## src/rtl/core/gmr_ram.sv

```systemverilog
// ----------------------------------------------------------------------------
// gmr_ram: one-write one-read synchronous memory
// Read data is registered; it appears in the cycle after the read address.
// ----------------------------------------------------------------------------
module gmr_ram #(
   parameter int WIDTH = 32,
   parameter int DEPTH = 32
) (
   input  logic                     clock,
   input  logic                     wr_en,
   input  logic [$clog2(DEPTH)-1:0] wr_addr,
   input  logic [WIDTH-1:0]         wr_data,
   input  logic [$clog2(DEPTH)-1:0] rd_addr,
   output logic [WIDTH-1:0]         rd_data
);
   logic [WIDTH-1:0] mem [DEPTH];
   logic [WIDTH-1:0] rd_data_ff;

   always_ff @(posedge clock) begin
      if (wr_en) begin
         mem[wr_addr] <= wr_data;
      end
      rd_data_ff <= mem[rd_addr];
   end
   assign rd_data = rd_data_ff;
endmodule

```

## config.mk

```make
export PLATFORM = sky130hd
export DESIGN_NAME = gmr_ram
export DESIGN_NICKNAME = d
export VERILOG_FILES = /design/src/rtl/core/gmr_ram.sv
export SDC_FILE = /design/constraint.sdc
export NUM_CORES = 1
export LEC_CHECK = 0
export BUFFER_PORTS_ARGS = -buffer_cell sky130_fd_sc_hd__buf_4
export CORE_UTILIZATION = 25
export DETAILED_ROUTE_END_ITERATION = 6
export PLACE_DENSITY = 0.41
export SYNTH_ARGS = -nofsm -noshare
export SYNTH_HDL_FRONTEND = slang
export SYNTH_SLANG_ARGS = --single-unit
```

## constraint.sdc

```tcl
create_clock -name clock -period 8.1 [get_ports clock]
set_input_delay 0.81 -clock clock [delete_from_list [all_inputs] [get_ports clock]]
set_output_delay 0.81 -clock clock [all_outputs]
set_load 0.01 [all_outputs]
```

==> results_dict.tcl, run 1 <==
set metrics [dict create \
    crit_path_start "rd_addr[0]" \
    gp_congestion 0.725 \
    postCtsSetupBuffers 0 \
    root_buffer "clkbuf_16" \
    nNetsFinal 2422 \
    hold_viol_final 0 \
    grt_setup_unrepaired "no" \
    place_inst 4420 \
    place_ws_ns 4.14 \
    regArea_mm2 0.0314 \
    port_buffers 75 \
    insertion_delay_ns 0.71 \
    finalSetupViolCount 0 \
    final_cell_mix "edfxtp_1 (1,024), mux2i_1 (512), buf_4 (123)" \
    synth_seq_area_share 0.775 \
    wire_per_inst_um 25.4 \
    crit_type "input pin to flip-flop" \
    mostFrequentLayoutCell "edfxtp_1" \
    final.fill_count 15800 \
    max_slew_margin 0.242 \
    cp_common_cell "buf_4" \
    reg2reg_depth 5 \
    max-cap-violations 0 \
    fp.dieArea_mm2 0.164 \
    p_per_area_mw_per_mm2 250 \
    syn_avg_cell_area_um2 17.9 \
    clk_pin_slew_worst_paths_ns 0.06 \
    r2r-end "rd_data[13]$_DFF_P_" \
    post_cts_resized 0 \
    drcViolationCount 0 \
    hold_buffers 0 \
    worstMarginPinSlew_ns 1.13 \
    p_leak_nw 16.0 \
    fin_crit_sh 0.401 \
    r2r_slack_ns 6.59 \
    synthCells 2260 \
    cp.required_ns 8.66 \
    setup_tns_ns 0 \
    ir_drop_mv 0.160 \
    final_cell_count_no_fill 4639 \
    arrival_ns 3.81 \
    path_max_fanout 84 \
    start_kind "input pin" \
    crit_chain "buf_8 -> buf_4 -> buf_4 -> mux2i_1 -> a22o_1 -> nor3_1 -> a31oi_1 -> nand3_1" \
    die_w_um 404 \
    status "complete, no violations" \
    grt_pass1_vias 21400 \
    via_per_inst 4.49 \
    cts.sinks 1056 \
    min_period_ns 3.25 \
    cts_buffers 116 \
    yosysUniqueCellTypes 25 \
    wirelength_um 118000 \
    critical-path-slowest-cell "buf_4" \
    cts_max_level 3 \
    start_util 0.252 \
    drtIter0Drc 1445 \
    cp_slowest_stage_delay_ns 0.87 \
    grt_use_total 0.142 \
    hp-class "input pin to flip-flop" \
    grt_pass1_wl_um 164000 \
    ios 76 \
    overflow 0 \
    drv_slew 0 \
    multi_input_area_mm2 0.00861 \
    firstDrtPassIters 5 \
    die_y_um 404 \
    skew_ns 0.0161 \
    cp-end-kind "flip-flop" \
    areaGrowthSynthToFinish_pct 17.2 \
    dp_hpwl_um 58600 \
    fp-row-count 147 \
    netlist_area_mm2 0.0405 \
    synth_ff_type "edfxtp_1" \
    total_power_w 0.0119 \
    synth_nets 2304 \
    r2r_start "mem[7][13]$_DFFE_PP_" \
    grt_max_degree 129 \
    yosys_warnings 0 \
    clockBufferDepth 3 \
    fmax_mhz 308 \
    drtAntennaViolNets 0 \
    antenna_found_initial 7 \
    synth_seq_cells 1056 \
    core-area_mm2 0.161 \
    via_count 20800 \
    cts_tree "yes" \
    async_flop_share 0 \
    layout_setup_ws_ns 4.85 \
    endpoint "rd_data[29]$_DFF_P_" \
    drive_gt1_frac 0.134 \
    synth-edff-count 1024 \
]
## sequential cells by signal, indices dropped and copies added (netlist names)
name and count:
mem 1024, rd_data 32
## metrics by stage
stage,utilization,area [um2],hold slack (ns)
2_1_floorplan,-,40500,0.553
6_report,0.295,47400,0.506
3_3_place_gp,0.272,43700,0.592
5_1_grt,0.295,47400,0.493
3_5_place_dp,0.272,43700,0.588
4_1_cts,0.295,47400,0.461
## power by group
group / switching [W] / internal, W / total, W
Sequential: 0.0000387 / 0.00608 / 0.00611
Combinational: 0.000399 / 0.000196 / 0.000594
Clock: 0.00215 / 0.00300 / 0.00515
## worst min path at each step
stage | from | endpoint | depth (start not counted)
after floorplan | mem[16][10]$_DFFE_PP_ | rd_data[10]$_DFF_P_ | 4
final | wr_data[18] | mem[24][18]$_DFFE_PP_ | 1
after CTS | wr_data[18] | mem[0][18]$_DFFE_PP_ | 1
after detailed placement | mem[16][1]$_DFFE_PP_ | rd_data[1]$_DFF_P_ | 4
after global placement | mem[10][24]$_DFFE_PP_ | rd_data[24]$_DFF_P_ | 4
after global routing | wr_data[11] | mem[13][11]$_DFFE_PP_ | 1
## routing by layer
layer  GRT usage  routed length (um)  share of wire
met1       0.187               52000           0.44
met3      0.0213                4990          0.042
met4      0.0332                1930          0.016
met2       0.246               59100           0.50
met5           0                  21        0.00018
## synth_stat cells (15+ instances only)
library cell / instances / area, um2
a21oi_1: 96 / 480
a22o_1: 64 / 561
a22oi_1: 96 / 721
a31oi_1: 32 / 200
buf_2: 26 / 130
buf_4: 33 / 248
buf_6: 15 / 169
clkbuf_1: 46 / 173
dfxtp_1: 32 / 641
edfxtp_1: 1024 / 30700
mux2i_1: 512 / 5120
nand2_1: 98 / 368
nand3_1: 98 / 490
nor2_1: 34 / 128
nor3_1: 32 / 160
## kinds of logic (layout without fill, tap and decap cells)
logic type	count (synthesis)	after routing	synth area share
mux	512	512	0.127
other cells	0	2	0
compound gates	288	288	0.0485
simple gates	277	277	0.0310
flops	1056	1056	0.775
buf+inv	127	344	0.0186
## worst max-delay path: cells and delay by family
| kind | cells | cell delay (ns) |
|---|---|---|
| buffers and inverters | 3 | 2.03 |
| and+or+nand+nor | 2 | 0.18 |
| AOI/OAI and AO/OA | 2 | 0.36 |
| muxes | 1 | 0.25 |
## final cells by class
type	count	area share
Timing Repair Buffer	127	0.0211
Multi-Input combinational cell	1077	0.182
Antenna cell	2	0.000106
Clock buffer	161	0.0671
Tap cell	2160	0.0570
Sequential cell	1056	0.662
Clock inverter	56	0.0113
Note: power is estimated with default switching activity, not from simulation.
==> inputs of run 2 (changes only) <==
- clock period: 8.1 -> 3.38 ns (I/O delays scaled with it)
==> run 2 against run 1 <==
Against the previous run: routed wire length fell by 1.3%; via count rose by 0.93%; clock skew rose by 0.0091 ns; clock power rose to 2.6 times the previous value; cell count rose by 1.8%; sequential cell count did not move; largest cell class unchanged.
==> results_dict.tcl, run 2 (synthesis gave the netlist of run 1 again) <==
set metrics [dict create \
    antenna_found_initial 4 \
    ios 76 \
    core-area_mm2 0.161 \
    start_util 0.252 \
    wirelength_um 117000 \
    fp-row-count 147 \
    drv_slew 0 \
    drive_gt1_frac 0.158 \
    status "complete, no violations" \
    cts.sinks 1056 \
    clk_pin_slew_worst_paths_ns 0.06 \
    overflow 0 \
    stdcell_area_mm2 0.0488 \
    max_slew_margin 0.480 \
    insertion_delay_ns 0.73 \
    hold_viol_final 0 \
    final_cell_mix "edfxtp_1 (1,024), mux2i_1 (512), buf_4 (155)" \
    hp-class "input pin to flip-flop" \
    grt_use_total 0.141 \
    die_w_um 404 \
    mostFrequentLayoutCell "edfxtp_1" \
    drtAntennaViolNets 0 \
    firstDrtPassIters 5 \
    grt_pass1_vias 21800 \
    drtIter0Drc 1508 \
    crit_type "flip-flop to output port" \
    cp_num_buf_inv 1 \
    die_y_um 404 \
    post_cts_resized 0 \
    clockBufferDepth 3 \
    start_kind "flip-flop" \
    drcViolationCount 0 \
    gr-usage-met3 0.0192 \
    via_count 21000 \
    root_buffer "clkbuf_16" \
    fin_crit_sh 0.533 \
    critical-path-top-delay-family "flip-flops" \
    crit_chain "buf_4" \
    grt_max_degree 76 \
    regMostFlops "mem" \
    gp_congestion 0.730 \
    p_per_area_mw_per_mm2 601 \
    nNetsFinal 2507 \
    critical-path-slowest-cell "dfxtp_1" \
    via_per_inst 4.45 \
    use_met2 0.238 \
    final.fill_count 15800 \
    ir_drop_mv 0.457 \
    place_inst 4483 \
    grt_pass1_wl_um 163000 \
    cts_buffers 115 \
    final_cell_count_no_fill 4724 \
    finalSetupViolCount 0 \
    placed_area_mm2 0.0446 \
    port_buffers 75 \
    largest_reg_flops 1024 \
    grt_setup_unrepaired "no" \
    cts_max_level 3 \
    p_leak_nw 16.7 \
    wire_per_inst_um 24.7 \
    cp-end-kind "output port" \
    use_met1 0.186 \
    areaGrowthSynthToFinish_pct 20.5 \
    fp.dieArea_mm2 0.164 \
    path_max_fanout 1 \
    worstMarginPinSlew_ns 0.777 \
    arrival_ns 1.46 \
    max-cap-violations 0 \
    cp_slowest_stage_delay_ns 0.55 \
    fmax_mhz 555 \
    skew_ns 0.0252 \
    grt-busiest-layer "met2" \
    dp_hpwl_um 67600 \
    min_period_ns 1.80 \
    cts_tree "yes" \
    setup_tns_ns 0 \
    cp.required_ns 3.04 \
]
## run 2: cell types whose count changed in the layout (fill, tap and decap cells not counted), moves of 2 or more
| cell | previous run | this run |
|---|---|---|
| clkinv_1 | 21 | 11 |
| inv_16 | 3 | 0 |
| buf_4 | 123 | 155 |
| buf_12 | 3 | 34 |
| clkinv_4 | 0 | 2 |
| bufinv_16 | 8 | 18 |
| dlygate4sd3_1 | 0 | 23 |
| clkbuf_1 | 35 | 33 |
## run 2: report_power, final
| part | switching [W] | internal [W] | leakage, nW |
|---|---|---|---|
| logic | 0.00101 | 0.000542 | 5.25 |
| registers | 0.0000845 | 0.0146 | 9.49 |
| clock network | 0.00518 | 0.00797 | 1.93 |
| total | 0.00627 | 0.0231 | 16.7 |
## run 2: worst paths after layout
check | startpoint | depth (start not counted) | to | slack (ns)
worst max register to register | mem[4][10]$_DFFE_PP_ | 5 | rd_data[10]$_DFF_P_ | 1.85
worst min-delay path | wr_data[19] | 1 | mem[15][19]$_DFFE_PP_ | 0.05
worst min register to register | mem[11][5]$_DFFE_PP_ | 4 | rd_data[5]$_DFF_P_ | 0.60
worst max-delay path | rd_data[27]$_DFF_P_ | 1 | rd_data[27] | 1.58
## run 2: through the flow
step / total power [W] / hold slack [ns] / utilization / worst slack, ns
after floorplan: 0.0157 / 0.437 / - / 0.608
after global placement: 0.0165 / 0.594 / 0.277 / 0.822
after detailed placement: 0.0165 / 0.595 / 0.277 / 0.866
after CTS: 0.0297 / 0.00147 / 0.303 / 1.50
after global routing: 0.0302 / 0.0385 / 0.303 / 1.56
final: 0.0293 / 0.0510 / 0.303 / 1.58
## run 2: area by class of cell
class | count | area, um2 | share of cell area
timing repair buffer | 213 | 2090 | 0.0428
tap | 2160 | 2700 | 0.0554
sequential | 1056 | 31400 | 0.643
clock inverter | 57 | 793 | 0.0163
antenna | 1 | 2.50 | 0.0000513
multi-input combinational | 1077 | 8610 | 0.176
clock buffer | 160 | 3200 | 0.0656
## run 2: layer usage
| layer | share of wire | routed length (um) | vias up |
|---|---|---|---|
| li1 | - | - | 9408 |
| met1 | 0.45 | 52700 | 11100 |
| met2 | 0.49 | 56900 | 372 |
| met3 | 0.035 | 4100 | 165 |
| met4 | 0.024 | 2750 | 4 |
| met5 | 0.00022 | 26 | - |
## run 2: timing repair
item / 4_1_cts / 5_1_grt
hold buffers: 23 / 0
endpoints found under the setup margin: 0 / 0
endpoints found under the hold margin: 540 / 0
buffers inserted: 0 / 0
